File: src/design/rwalu_pkg.sv
// ----------------------------------------------------------------------------
// rwalu_pkg
// Shared widths, operation codes, status codes and register indexes of the
// range wrapping integer ALU.
// ----------------------------------------------------------------------------
package rwalu_pkg;

    localparam int VALUE_WIDTH   = 16;
    localparam int OPERAND_WIDTH = 32;
    localparam int MODE_W        = 5;
    localparam int STATUS_W      = 2;
    localparam int CFG_INDEX_W   = 2;

    localparam int RANGE_LOW_RESET  = 0;
    localparam int RANGE_HIGH_RESET = 255;

    localparam logic [CFG_INDEX_W-1:0] REG_RANGE_LOW  = 2'd0;
    localparam logic [CFG_INDEX_W-1:0] REG_RANGE_HIGH = 2'd1;

    localparam logic [MODE_W-1:0] MODE_ASSIGN  = 5'd0;
    localparam logic [MODE_W-1:0] MODE_ADD     = 5'd1;
    localparam logic [MODE_W-1:0] MODE_SUB     = 5'd2;
    localparam logic [MODE_W-1:0] MODE_RSUB    = 5'd3;
    localparam logic [MODE_W-1:0] MODE_MIRROR  = 5'd4;
    localparam logic [MODE_W-1:0] MODE_MUL     = 5'd5;
    localparam logic [MODE_W-1:0] MODE_DIV     = 5'd6;
    localparam logic [MODE_W-1:0] MODE_RDIV    = 5'd7;
    localparam logic [MODE_W-1:0] MODE_MOD     = 5'd8;
    localparam logic [MODE_W-1:0] MODE_RMOD    = 5'd9;
    localparam logic [MODE_W-1:0] MODE_AND     = 5'd10;
    localparam logic [MODE_W-1:0] MODE_OR      = 5'd11;
    localparam logic [MODE_W-1:0] MODE_XOR     = 5'd12;
    localparam logic [MODE_W-1:0] MODE_NOT     = 5'd13;
    localparam logic [MODE_W-1:0] MODE_SHL     = 5'd14;
    localparam logic [MODE_W-1:0] MODE_SHR     = 5'd15;
    localparam logic [MODE_W-1:0] MODE_RSHL    = 5'd16;
    localparam logic [MODE_W-1:0] MODE_RSHR    = 5'd17;
    localparam logic [MODE_W-1:0] MODE_COMPARE = 5'd18;

    localparam logic [STATUS_W-1:0] ST_OK        = 2'd0;
    localparam logic [STATUS_W-1:0] ST_DIV_ZERO  = 2'd1;
    localparam logic [STATUS_W-1:0] ST_NOT_EXACT = 2'd2;
    localparam logic [STATUS_W-1:0] ST_BAD_RANGE = 2'd3;

endpackage

File: src/design/rwalu_div.sv
// ----------------------------------------------------------------------------
// rwalu_div
// Bit-serial restoring unsigned divider, one quotient bit per cycle.
// ----------------------------------------------------------------------------
module rwalu_div #(
    parameter int DIVIDEND_W = 64,
    parameter int DIVISOR_W  = 33
) (
    input  logic                  aclk,
    input  logic                  aresetn,
    input  logic                  start,
    input  logic [DIVIDEND_W-1:0] dividend,
    input  logic [DIVISOR_W-1:0]  divisor,
    output logic                  busy,
    output logic                  done,
    output logic [DIVIDEND_W-1:0] quotient,
    output logic [DIVISOR_W-1:0]  remainder
);

    localparam int CW = $clog2(DIVIDEND_W + 1);

    logic                  busy_reg;
    logic                  done_reg;
    logic [CW-1:0]         cnt_reg;
    logic [DIVIDEND_W-1:0] quo_reg;
    logic [DIVISOR_W-1:0]  rem_reg;
    logic [DIVISOR_W-1:0]  dvs_reg;

    logic [DIVISOR_W:0] trial;
    logic [DIVISOR_W:0] diff;
    logic               ge;

    assign trial = {rem_reg, quo_reg[DIVIDEND_W-1]};
    assign ge    = trial >= {1'b0, dvs_reg};
    assign diff  = trial - {1'b0, dvs_reg};

    always_ff @(posedge aclk) begin
        if (!aresetn) begin
            busy_reg <= 1'b0;
            done_reg <= 1'b0;
            cnt_reg  <= '0;
        end else begin
            done_reg <= 1'b0;
            if (start) begin
                quo_reg  <= dividend;
                rem_reg  <= '0;
                dvs_reg  <= divisor;
                cnt_reg  <= CW'(DIVIDEND_W);
                busy_reg <= 1'b1;
            end else if (busy_reg) begin
                rem_reg <= ge ? diff[DIVISOR_W-1:0] : trial[DIVISOR_W-1:0];
                quo_reg <= {quo_reg[DIVIDEND_W-2:0], ge};
                cnt_reg <= cnt_reg - CW'(1);
                if (cnt_reg == CW'(1)) begin
                    busy_reg <= 1'b0;
                    done_reg <= 1'b1;
                end
            end
        end
    end

    assign busy      = busy_reg;
    assign done      = done_reg;
    assign quotient  = quo_reg;
    assign remainder = rem_reg;

endmodule

File: src/design/range_wrapping_integer_alu.sv
// ----------------------------------------------------------------------------
// range_wrapping_integer_alu
// Accumulator ALU whose results are wrapped into a configured range.
// ----------------------------------------------------------------------------
// One beat is worked on at a time. With W = max(VALUE_WIDTH, OPERAND_WIDTH)
// + 32 (64 at the defaults) as the dividend width of the single bit-serial
// divider, which produces one quotient bit per cycle, the divide and remainder
// modes use the divider first for the divide itself and then for the reduction
// into the range; the other modes use it only for the reduction. Divide-by-zero,
// bad-range and compare beats skip the divider, and an exact divide with a
// remainder or with no quotient in range skips the reduction. The result sits in
// an output register, so a new beat is taken while it waits.
module range_wrapping_integer_alu #(
    parameter int VALUE_WIDTH   = rwalu_pkg::VALUE_WIDTH,
    parameter int OPERAND_WIDTH = rwalu_pkg::OPERAND_WIDTH
) (
    input  logic                                aclk,
    input  logic                                aresetn,
    input  logic                                cfg_wr_en,
    input  logic [rwalu_pkg::CFG_INDEX_W-1:0]   cfg_index,
    input  logic [VALUE_WIDTH-1:0]              cfg_data,
    input  logic                                s_valid,
    output logic                                s_ready,
    input  logic [rwalu_pkg::MODE_W-1:0]        s_mode,
    input  logic signed [OPERAND_WIDTH-1:0]     s_operand,
    input  logic                                s_write_back,
    output logic                                m_valid,
    input  logic                                m_ready,
    output logic signed [VALUE_WIDTH-1:0]       m_result,
    output logic signed [VALUE_WIDTH-1:0]       m_prior_value,
    output logic [rwalu_pkg::STATUS_W-1:0]      m_status,
    output logic                                m_is_equal,
    output logic                                m_is_greater,
    output logic                                m_is_less
);

    localparam int VW = VALUE_WIDTH;
    localparam int OW = OPERAND_WIDTH;
    localparam int MW = (VW > OW) ? VW : OW;
    localparam int RW = MW + 32;
    localparam int DW = RW;
    localparam int DV = MW + 1;

    typedef enum logic [2:0] {
        S_IDLE,
        S_PREP,
        S_DIVW,
        S_RED,
        S_REDW,
        S_FIN
    } state_t;

    state_t                           state_reg;
    logic signed [VW-1:0]             acc_reg;
    logic signed [VW-1:0]             lo_reg;
    logic signed [VW-1:0]             hi_reg;
    logic [rwalu_pkg::MODE_W-1:0]     mode_reg;
    logic signed [OW-1:0]             x_reg;
    logic                             wb_reg;
    logic signed [VW-1:0]             a_reg;
    logic signed [RW-1:0]             raw_reg;
    logic [rwalu_pkg::STATUS_W-1:0]   status_reg;
    logic signed [VW-1:0]             res_reg;
    logic                             tneg_reg;
    logic                             dd_neg_reg;
    logic                             dv_neg_reg;
    logic                             m_valid_reg;
    logic signed [VW-1:0]             m_result_reg;
    logic signed [VW-1:0]             m_prior_reg;
    logic [rwalu_pkg::STATUS_W-1:0]   m_status_reg;
    logic                             m_eq_reg;
    logic                             m_gt_reg;
    logic                             m_lt_reg;

    logic signed [RW-1:0]    a_ext;
    logic signed [RW-1:0]    x_ext;
    logic signed [RW-1:0]    lo_ext;
    logic signed [RW-1:0]    hi_ext;
    logic signed [VW+OW-1:0] prod;
    logic signed [RW-1:0]    raw_calc;
    logic signed [VW+1:0]    span;
    logic [VW:0]             modv;
    logic                    bad_range;
    logic                    is_div_mode;
    logic                    div_zero;
    logic signed [RW-1:0]    dd_ext;
    logic signed [RW-1:0]    dv_ext;
    logic [RW-1:0]           dd_abs;
    logic [RW-1:0]           dv_abs;
    logic signed [RW-1:0]    t_val;
    logic [RW-1:0]           t_abs;
    logic signed [RW-1:0]    q_val;
    logic signed [RW-1:0]    r_val;
    logic [VW:0]             rem_lo;
    logic [VW:0]             rr;
    logic                    out_free;

    logic                    div_start;
    logic [DW-1:0]           div_dividend;
    logic [DV-1:0]           div_divisor;
    logic                    div_busy;
    logic                    div_done;
    logic [DW-1:0]           div_quo;
    logic [DV-1:0]           div_rem;

    assign a_ext  = {{(RW-VW){a_reg[VW-1]}}, a_reg};
    assign x_ext  = {{(RW-OW){x_reg[OW-1]}}, x_reg};
    assign lo_ext = {{(RW-VW){lo_reg[VW-1]}}, lo_reg};
    assign hi_ext = {{(RW-VW){hi_reg[VW-1]}}, hi_reg};
    assign prod   = a_reg * x_reg;

    assign span = {{2{hi_reg[VW-1]}}, hi_reg} - {{2{lo_reg[VW-1]}}, lo_reg}
                  + (VW+2)'(1);
    assign modv = span[VW:0];

    assign bad_range   = lo_reg >= hi_reg;
    assign is_div_mode = (mode_reg == rwalu_pkg::MODE_DIV) || (mode_reg == rwalu_pkg::MODE_RDIV)
                      || (mode_reg == rwalu_pkg::MODE_MOD) || (mode_reg == rwalu_pkg::MODE_RMOD);

    always_comb begin
        case (mode_reg) inside
            rwalu_pkg::MODE_RDIV, rwalu_pkg::MODE_RMOD: begin
                dd_ext = x_ext;
                dv_ext = a_ext;
            end
            default: begin
                dd_ext = a_ext;
                dv_ext = x_ext;
            end
        endcase
    end

    assign div_zero = dv_ext == '0;
    assign dd_abs   = dd_ext[RW-1] ? RW'(-dd_ext) : RW'(dd_ext);
    assign dv_abs   = dv_ext[RW-1] ? RW'(-dv_ext) : RW'(dv_ext);

    always_comb begin
        unique case (mode_reg)
            rwalu_pkg::MODE_ASSIGN: raw_calc = x_ext;
            rwalu_pkg::MODE_ADD:    raw_calc = a_ext + x_ext;
            rwalu_pkg::MODE_SUB:    raw_calc = a_ext - x_ext;
            rwalu_pkg::MODE_RSUB:   raw_calc = x_ext - a_ext;
            rwalu_pkg::MODE_MIRROR: raw_calc = hi_ext + lo_ext - RW'(1) - a_ext;
            rwalu_pkg::MODE_MUL:    raw_calc = RW'(prod);
            rwalu_pkg::MODE_AND:    raw_calc = a_ext & x_ext;
            rwalu_pkg::MODE_OR:     raw_calc = a_ext | x_ext;
            rwalu_pkg::MODE_XOR:    raw_calc = a_ext ^ x_ext;
            rwalu_pkg::MODE_NOT:    raw_calc = ~a_ext;
            rwalu_pkg::MODE_SHL:    raw_calc = a_ext <<< x_reg[4:0];
            rwalu_pkg::MODE_SHR:    raw_calc = a_ext >>> x_reg[4:0];
            rwalu_pkg::MODE_RSHL:   raw_calc = x_ext <<< a_ext[4:0];
            rwalu_pkg::MODE_RSHR:   raw_calc = x_ext >>> a_ext[4:0];
            default:                raw_calc = a_ext;
        endcase
    end

    assign t_val = raw_reg - lo_ext;
    assign t_abs = t_val[RW-1] ? RW'(-t_val) : RW'(t_val);

    assign q_val = (dd_neg_reg ^ dv_neg_reg) ? -$signed(div_quo) : $signed(div_quo);
    assign r_val = dd_neg_reg ? -$signed(RW'(div_rem)) : $signed(RW'(div_rem));

    assign rem_lo = div_rem[VW:0];
    assign rr     = (tneg_reg && rem_lo != '0) ? modv - rem_lo : rem_lo;

    assign div_start    = ((state_reg == S_PREP) && !bad_range && is_div_mode && !div_zero)
                       || (state_reg == S_RED);
    assign div_dividend = (state_reg == S_RED) ? t_abs : dd_abs;
    assign div_divisor  = (state_reg == S_RED) ? DV'(modv) : dv_abs[DV-1:0];

    assign out_free = !m_valid_reg || m_ready;

    rwalu_div #(
        .DIVIDEND_W (DW),
        .DIVISOR_W  (DV)
    ) u_div (
        .aclk      (aclk),
        .aresetn   (aresetn),
        .start     (div_start),
        .dividend  (div_dividend),
        .divisor   (div_divisor),
        .busy      (div_busy),
        .done      (div_done),
        .quotient  (div_quo),
        .remainder (div_rem)
    );

    always_ff @(posedge aclk) begin
        if (!aresetn) begin
            state_reg   <= S_IDLE;
            acc_reg     <= VW'(rwalu_pkg::RANGE_LOW_RESET);
            lo_reg      <= VW'(rwalu_pkg::RANGE_LOW_RESET);
            hi_reg      <= VW'(rwalu_pkg::RANGE_HIGH_RESET);
            m_valid_reg <= 1'b0;
        end else begin
            if (m_valid_reg && m_ready && state_reg != S_FIN) begin
                m_valid_reg <= 1'b0;
            end
            if (cfg_wr_en) begin
                unique case (cfg_index)
                    rwalu_pkg::REG_RANGE_LOW:  lo_reg <= cfg_data;
                    rwalu_pkg::REG_RANGE_HIGH: hi_reg <= cfg_data;
                    default: ;
                endcase
            end
            unique case (state_reg)
                S_IDLE: begin
                    if (s_valid) begin
                        mode_reg  <= s_mode;
                        x_reg     <= s_operand;
                        wb_reg    <= s_write_back;
                        a_reg     <= acc_reg;
                        state_reg <= S_PREP;
                    end
                end
                S_PREP: begin
                    res_reg    <= a_reg;
                    status_reg <= rwalu_pkg::ST_OK;
                    dd_neg_reg <= dd_ext[RW-1];
                    dv_neg_reg <= dv_ext[RW-1];
                    raw_reg    <= raw_calc;
                    if (bad_range) begin
                        status_reg <= rwalu_pkg::ST_BAD_RANGE;
                        state_reg  <= S_FIN;
                    end else if (mode_reg > rwalu_pkg::MODE_RSHR) begin
                        state_reg <= S_FIN;
                    end else if (is_div_mode) begin
                        if (div_zero) begin
                            status_reg <= rwalu_pkg::ST_DIV_ZERO;
                            state_reg  <= S_FIN;
                        end else begin
                            state_reg <= S_DIVW;
                        end
                    end else begin
                        state_reg <= S_RED;
                    end
                end
                S_DIVW: begin
                    if (div_done) begin
                        case (mode_reg)
                            rwalu_pkg::MODE_DIV: begin
                                raw_reg <= q_val;
                                if (div_rem != '0 || q_val < lo_ext || q_val > hi_ext) begin
                                    status_reg <= rwalu_pkg::ST_NOT_EXACT;
                                    state_reg  <= S_FIN;
                                end else begin
                                    state_reg <= S_RED;
                                end
                            end
                            rwalu_pkg::MODE_RDIV: begin
                                raw_reg   <= q_val;
                                state_reg <= S_RED;
                            end
                            default: begin
                                raw_reg   <= r_val;
                                state_reg <= S_RED;
                            end
                        endcase
                    end
                end
                S_RED: begin
                    tneg_reg  <= t_val[RW-1];
                    state_reg <= S_REDW;
                end
                S_REDW: begin
                    if (div_done) begin
                        res_reg   <= lo_reg + rr[VW-1:0];
                        state_reg <= S_FIN;
                    end
                end
                S_FIN: begin
                    if (out_free) begin
                        m_valid_reg  <= 1'b1;
                        m_result_reg <= res_reg;
                        m_prior_reg  <= a_reg;
                        m_status_reg <= status_reg;
                        m_eq_reg     <= a_ext == x_ext;
                        m_gt_reg     <= a_ext > x_ext;
                        m_lt_reg     <= a_ext < x_ext;
                        if (status_reg == rwalu_pkg::ST_OK && wb_reg
                            && mode_reg <= rwalu_pkg::MODE_RSHR) begin
                            acc_reg <= res_reg;
                        end
                        state_reg <= S_IDLE;
                    end
                end
                default: state_reg <= S_IDLE;
            endcase
        end
    end

    assign s_ready       = state_reg == S_IDLE;
    assign m_valid       = m_valid_reg;
    assign m_result      = m_result_reg;
    assign m_prior_value = m_prior_reg;
    assign m_status      = m_status_reg;
    assign m_is_equal    = m_eq_reg;
    assign m_is_greater  = m_gt_reg;
    assign m_is_less     = m_lt_reg;

`ifndef NO_ASSERTIONS
    // accumulator only moves when a beat completes
    assert property (@(posedge aclk) disable iff (!aresetn)
        !$stable(acc_reg) |-> $past(state_reg) == S_FIN)
        else $error("accumulator changed outside completion");

    // any error status returns the accumulator unchanged
    assert property (@(posedge aclk) disable iff (!aresetn)
        m_valid && m_status != rwalu_pkg::ST_OK |-> m_result == m_prior_value)
        else $error("error beat with modified result");

    // divider is never restarted while running
    assert property (@(posedge aclk) disable iff (!aresetn)
        div_start |-> !div_busy)
        else $error("divider started while busy");
`endif

endmodule
File: config.mk
export PLATFORM = sky130hd
export DESIGN_NAME = range_wrapping_integer_alu
export DESIGN_NICKNAME = d
export VERILOG_FILES = /design/src/design/rwalu_pkg.sv /design/src/design/rwalu_div.sv /design/src/design/range_wrapping_integer_alu.sv
export SDC_FILE = /design/constraint.sdc
export NUM_CORES = 2
export LEC_CHECK = 0
export BUFFER_PORTS_ARGS = -buffer_cell sky130_fd_sc_hd__buf_2
export CAP_MARGIN = 20
export CORE_ASPECT_RATIO = 0.8
export CORE_UTILIZATION = 58
export DETAILED_ROUTE_END_ITERATION = 16
export PLACE_DENSITY = 0.85
export SYNTH_ARGS = -nofsm -noshare
export SYNTH_HDL_FRONTEND = slang
export SYNTH_SLANG_ARGS = --single-unit
File: constraint.sdc
create_clock -name aclk -period 9.2 [get_ports aclk]
set_input_delay 0 -clock aclk [delete_from_list [all_inputs] [get_ports aclk]]
set_output_delay 0 -clock aclk [all_outputs]
set_load 0.005 [all_outputs]
# [Yosys cells after proc, flatten, opt, wreduce, memory -nomap -nowiden]
# Cells that the tools add are included.
[word_totals] regBits=367 word_cells=192 inputBits=61 out_inout_bits=39
[classes] addsub=18 reduce_logical=45 bitwise_logic=7 order_cmp=8 n_mux=48 multipliers=1 shifts=4 n_eq_ne=32
[op_table] cell="$pmux W64 S14" n=1
[op_table] cell="$mux W64" n=11
[op_table] cell="$neg A64 Y64" n=3
[op_table] cell="$pmux W64 S2" n=1
[op_table] cell="$mux W33" n=3
[op_table] cell="$gt A64 B16 Y1" n=1
[op_table] cell="$logic_not A64 Y1" n=1
[op_table] cell="$lt A64 B16 Y1" n=1
[op_table] cell="$neg A33 Y64" n=1
[op_table] cell="$not A16 Y64" n=1
[op_table] cell="$sshl A16 B5 Y64" n=1
[op_table] cell="$sshl A32 B5 Y64" n=1
[op_table] cell="$sshr A16 B5 Y64" n=1
[op_table] cell="$sshr A32 B5 Y64" n=1
[op_table] cell="$sub A64 B16 Y64" n=1
[op_table] cell="$mul A16 B32 Y48" n=1
[op_table] cell="$eq A5 B4 Y1 const B" n=8
[op_table] cell="$ge A34 B33 Y1" n=1
[op_table] cell="$add A16 B32 Y33" n=1
[op_table] cell="$neg A33 Y33" n=1
[op_table] cell="$reduce_bool A33 Y1" n=1
[op_table] cell="$sub A16 B32 Y33" n=1
[op_table] cell="$sub A32 B16 Y33" n=1
[op_table] cell="$sub A33 B33 Y33" n=1
[op_table] cell="54 further kinds" n=118

# [Logic depth before layout (Yosys ltp)]
[logic_depth] ltp_word=9 depth_mapped=35 ltp_nobuf=28

# [Modules after synthesis]
# A second synthesis with hierarchy kept.
[hier_totals] hier_cells=7839 area_unflattened_um2=63193.1
[modules_own_cells] module="range_wrapping_integer_alu" instances=1 seq_area_each_um2=6326.1 cells_per_inst=7242 area_each_um2=55741.0
[modules_own_cells] module="rwalu_div" instances=1 seq_area_each_um2=4083.9 cells_per_inst=597 area_each_um2=7452.1

# [Worst setup path after synthesis]
# Ideal clock, no wire load.
[synth_timing] path_type="reg-to-reg" start="reg a_reg[15]" end="reg raw_reg[51] (data pin)" stages_incl_launch_ff=31 path_buffers=6 arrival_ps=8579 required_ps=8939 setup_slack_ps=360 path_cell_list="edfxtp_1 > clkbuf_1 > inv_1 > clkbuf_1 > buf_1 > nor2_1 > fa_1 > fa_1 > fa_1 > fa_1 > fa_1 > inv_1 > fa_1 > inv_1 > ha_1 > clkbuf_1 > a21o_1 > a21o_1 > a21oi_1 > o21ai_0 > a21o_1 > a2111oi_0 > a21oi_1 > a211oi_1 > o21bai_1 > xnor2_1 > nand2_1 > and3_1 > clkbuf_1 > buf_2 > a21oi_1"
[synth_via] elab_chain_cells=3 elab_cells_between_ends=13 cone_classes="add/sub (4); mul (1); shift (2); mux (2); bitwise (4)"
[synth_rtl] element="start: declaration" line_no="range_wrapping_integer_alu.sv:60" rtl="logic signed [VW-1:0] a_reg;"
[synth_rtl] element="start signal: assignment" line_no="range_wrapping_integer_alu.sv:212" rtl="a_reg <= acc_reg;"
[synth_rtl] element="$mul A16 B32 Y48 (tied with other cells)" line_no="range_wrapping_integer_alu.sv:110" rtl="assign prod = a_reg * x_reg;"
[synth_rtl] element="$pmux W64 S14 *" line_no="range_wrapping_integer_alu.sv:138" rtl="unique case (mode_reg)"
[synth_rtl] element="$pmux W64 S2 *" line_no="range_wrapping_integer_alu.sv:206" rtl="unique case (state_reg)"
[synth_rtl] element="end signal: assignment" line_no="range_wrapping_integer_alu.sv:221" rtl="raw_reg <= raw_calc;"
[synth_rtl] element="end signal: assignment" line_no="range_wrapping_integer_alu.sv:242" rtl="raw_reg <= q_val;"
[synth_rtl] element="end signal: assignment" line_no="range_wrapping_integer_alu.sv:251" rtl="raw_reg <= q_val;"
[synth_rtl] element="end: declaration" line_no="range_wrapping_integer_alu.sv:61" rtl="logic signed [RW-1:0] raw_reg;"
# Mark *: on every way between the ends. The rest lies on a longest branch, timed or not.
# A chain may end at the register's enable or synchronous reset.

# [Worst setup path after layout]
[layout_timing] start="reg a_reg[9]" end="reg raw_reg[47] (data pin)"
[layout_via] elab_chain_cells=3 elab_cells_between_ends=9 cone_classes="add/sub (4); mul (1); shift (2); mux (2)"
[layout_rtl] element="$mul A16 B32 Y48 (tied with other cells)" line_no="range_wrapping_integer_alu.sv:110"
[layout_rtl] element="$pmux W64 S14 *" line_no="range_wrapping_integer_alu.sv:138"
[layout_rtl] element="$pmux W64 S2 *" line_no="range_wrapping_integer_alu.sv:206"
# Marked as above.

==> run metrics <==
post-synthesis xor/xnor area fraction 5.73%; routability cong. 1.12; most instantiated cells after synthesis 849 x sky130_fd_sc_hd__inv_1, 818 x sky130_fd_sc_hd__nand2_1, 774 x sky130_fd_sc_hd__nor2_1; Filler cells 9089; Area growth, synth to finish 7.53%; DRC viols 0; Yosys reg bits 367; fraction of post-synthesis cell area in the top cell type by area 16.5%; number of DRC markers in iteration 0 10811; synthesized-area fraction occupied by and/or/nand/nor cells 17.0%; CTS H-tree depth 2; result of the run completed; post-CTS setup buffer count 0; Cell Pwr Density 407 mW/mm^2; register area share after synthesis 16.7%; post-synthesis instance total 7721; vias after detailed routing 64031; worst skew pair latency 0.68 ns; maximum fanout along the worst path 21; top cell family by delay on the critical path adder cells; nets 8857; number of antenna violations at the first check in global routing 27; reg2reg end raw_reg[47]; critical path depth in cells 27; Max Buffers Root-to-Sink 3; total iterations of the first detailed-routing run 7; crit path buf inv count 7; net count of the mapped netlist 8861; max_slew headroom 4.00%; final clock skew 0.0306 ns; aggregate global routing overflow 0; multiplexer share of the synthesized area 3.58%; number of clock sinks seen by CTS 367; RSZ-0062 raised after global routing no; worst reg-to-reg path cell count 27; I/O pin count 100; Die Y 295 um; adder and majority gate portion of the synthesized area 27.9%; Peak VDD IR 0.00131 V; detailed-route wire length per cell 31.5 um; maximum number of pins on one net before global-route repair 90; launching element type of the critical path flip-flop; total clock buffers created by CTS 45; max-capacitance violation count 0; endpoint required time on the critical path 9.69 ns; CP most frequent cell sky130_fd_sc_hd__fa_1; total setup violations reported at the end of the flow 0; type of the setup path with the least slack reg -> reg; HPWL after detailed placement 226 mm; reg-to-reg critical path startpoint a_reg[9]; measured slew at the worst slew-check pin 1.44 ns; Final ANT Viol Nets 0; total number of yosys warnings 0; Leak Pwr 29.1 nW; ratio of cells with drive above 1 in the final layout 7.05%; share of async-settable or async-resettable flops after synthesis 0%; netlist area before placement 0.0622 sq mm; total negative setup slack 0 ns; Initial Util 58.4%; leading register cell type out of synthesis sky130_fd_sc_hd__edfxtp_1; Post-synth EDFFs 306; Rows 107; TritonCTS clock tree built; highest-delay cell along the critical path sky130_fd_sc_hd__edfxtp_1; most used standard cell by instance count after synthesis sky130_fd_sc_hd__inv_1; register-to-register path setup slack 0.25 ns; share of the synthesized area in compound gates (AO/OA/AOI/OAI) 21.1%; first-pass GRT wire length 416 mm; least setup slack across all paths after layout 0.255 ns; Synth cell types 115; Die ar. 0.109 sq mm; combinational family with the most area after synthesis adder cells; end point of the critical path raw_reg[47]; Mapped Avg Cell Area 8.05 sq um; top cells by area, synth sky130_fd_sc_hd__fa_1 16%, sky130_fd_sc_hd__edfxtp_1 15%, sky130_fd_sc_hd__ha_1 11%; sort of element at the end of the critical path flip-flop; Clk pin slew, worst setup/hold paths 0.08 ns; Final Hold Viols 0; # port buffers 99; peak clock frequency supported by timing 112 MHz; Die X 368 um; launch point of the critical path a_reg[9]; Largest stage delay, worst path 0.86 ns; arrival time worst endpoint 9.44 ns; Vias/cell 6.96; path class of the lowest-slack min-delay path in -> reg; number of pins exceeding their max-slew limit in the final report 0; cell at the root of the clock tree sky130_fd_sc_hd__clkbuf_16; worst slack at placement 0.370 ns; Overall Global Routing Usage 52.4%; Yosys top cell by area sky130_fd_sc_hd__fa_1; placeable core area 0.106 sq mm; post-route fraction of the period consumed by the critical path 97.2%; vias in the first global route 60319; detailed-route wire length 290 mm; minimum period implied by the final worst setup slack 8.95 ns
==> worst min-delay path by stage <==
stage | from | to | cells after the start
floorplan | s_mode[0] | mode_reg[0] | 0
global placement | s_operand[16] | x_reg[16] | 1
detailed placement | s_operand[30] | x_reg[30] | 1
CTS | s_operand[17] | x_reg[17] | 2
global route | s_operand[25] | x_reg[25] | 2
finish | s_operand[25] | x_reg[25] | 2
==> cell families (layout without fill, tap and decap cells) <==
group	after synthesis	in the layout
AO/OA/AOI/OAI	2046	2046
XOR/XNOR	407	407
adder cells (fa/ha/maj)	1079	1079
buffers and inverters	1314	1347
flip-flops	367	367
multiplexers	174	174
other	0	24
AND/OR/NAND/NOR	2334	2334
==> metal layers <==
metal	GRT usage, %	wire [um]	share of wire, %
met5	0.626	212	0.073
met2	70.5	112000	39
met4	29.9	20400	7.0
met1	69.6	109000	38
met3	22.1	48400	17
==> final cells by class <==
type                    count  area [sq um]  share of cell area, %
diodes                     24          60.1                 0.0898
well taps                1417          1770                   2.65
multi-input cells        6040         47000                   70.2
flip-flops and latches    367         10400                   15.6
repair buffers            382          2810                   4.20
clock inverters            33           390                  0.584
clock buffers              51          1170                   1.75
inverters                 881          3310                   4.95
==> cells in the final DEF, fill, tap and decap left out, types with 65 or more instances in the layout <==
cell type                  count
sky130_fd_sc_hd__mux2i_1     122
sky130_fd_sc_hd__nor3_1      158
sky130_fd_sc_hd__buf_2        99
sky130_fd_sc_hd__inv_1       844
sky130_fd_sc_hd__nor2b_1      76
sky130_fd_sc_hd__a31oi_1      73
sky130_fd_sc_hd__a211oi_1    105
sky130_fd_sc_hd__nand3_1      97
sky130_fd_sc_hd__edfxtp_1    306
sky130_fd_sc_hd__fa_1        512
sky130_fd_sc_hd__or3_1        65
sky130_fd_sc_hd__o21ai_0     422
sky130_fd_sc_hd__a21o_1      177
sky130_fd_sc_hd__ha_1        567
sky130_fd_sc_hd__nor2_1      770
sky130_fd_sc_hd__a21oi_1     611
sky130_fd_sc_hd__xor2_1      151
sky130_fd_sc_hd__xnor2_1     253
sky130_fd_sc_hd__nand2_1     818
sky130_fd_sc_hd__buf_4       216
==> repair_timing <==
| item | 4_1_cts | 5_1_grt |
|---|---|---|
| gates resized for setup | 0 | 3 |
| endpoints found under the hold margin | 89 | 0 |
| setup endpoints to repair | 0 | 19 |
| hold buffers | 61 | 0 |
==> report_power, final <==
group          total, mW  switching (mW)  internal [mW]
Sequential          2.11           0.127           1.98
Clock               2.01           0.929           1.08
Combinational       23.1            15.2           7.92
Total               27.2            16.2           11.0
==> metrics by stage <==
stage,hold slack (ns),std cells,cell area [sq um],util [%],total power [mW]
finish,0.0340,9195,66900,62.8,27.2
global route,0.0458,9174,66800,62.8,29.0
CTS,0.0317,9168,66800,62.7,26.3
floorplan,0.0989,7721,62200,-,16.8
detailed placement,0.178,9023,64600,60.7,24.1
global placement,0.177,9021,64600,60.7,23.8
Note: power is estimated with default switching activity, not from simulation.
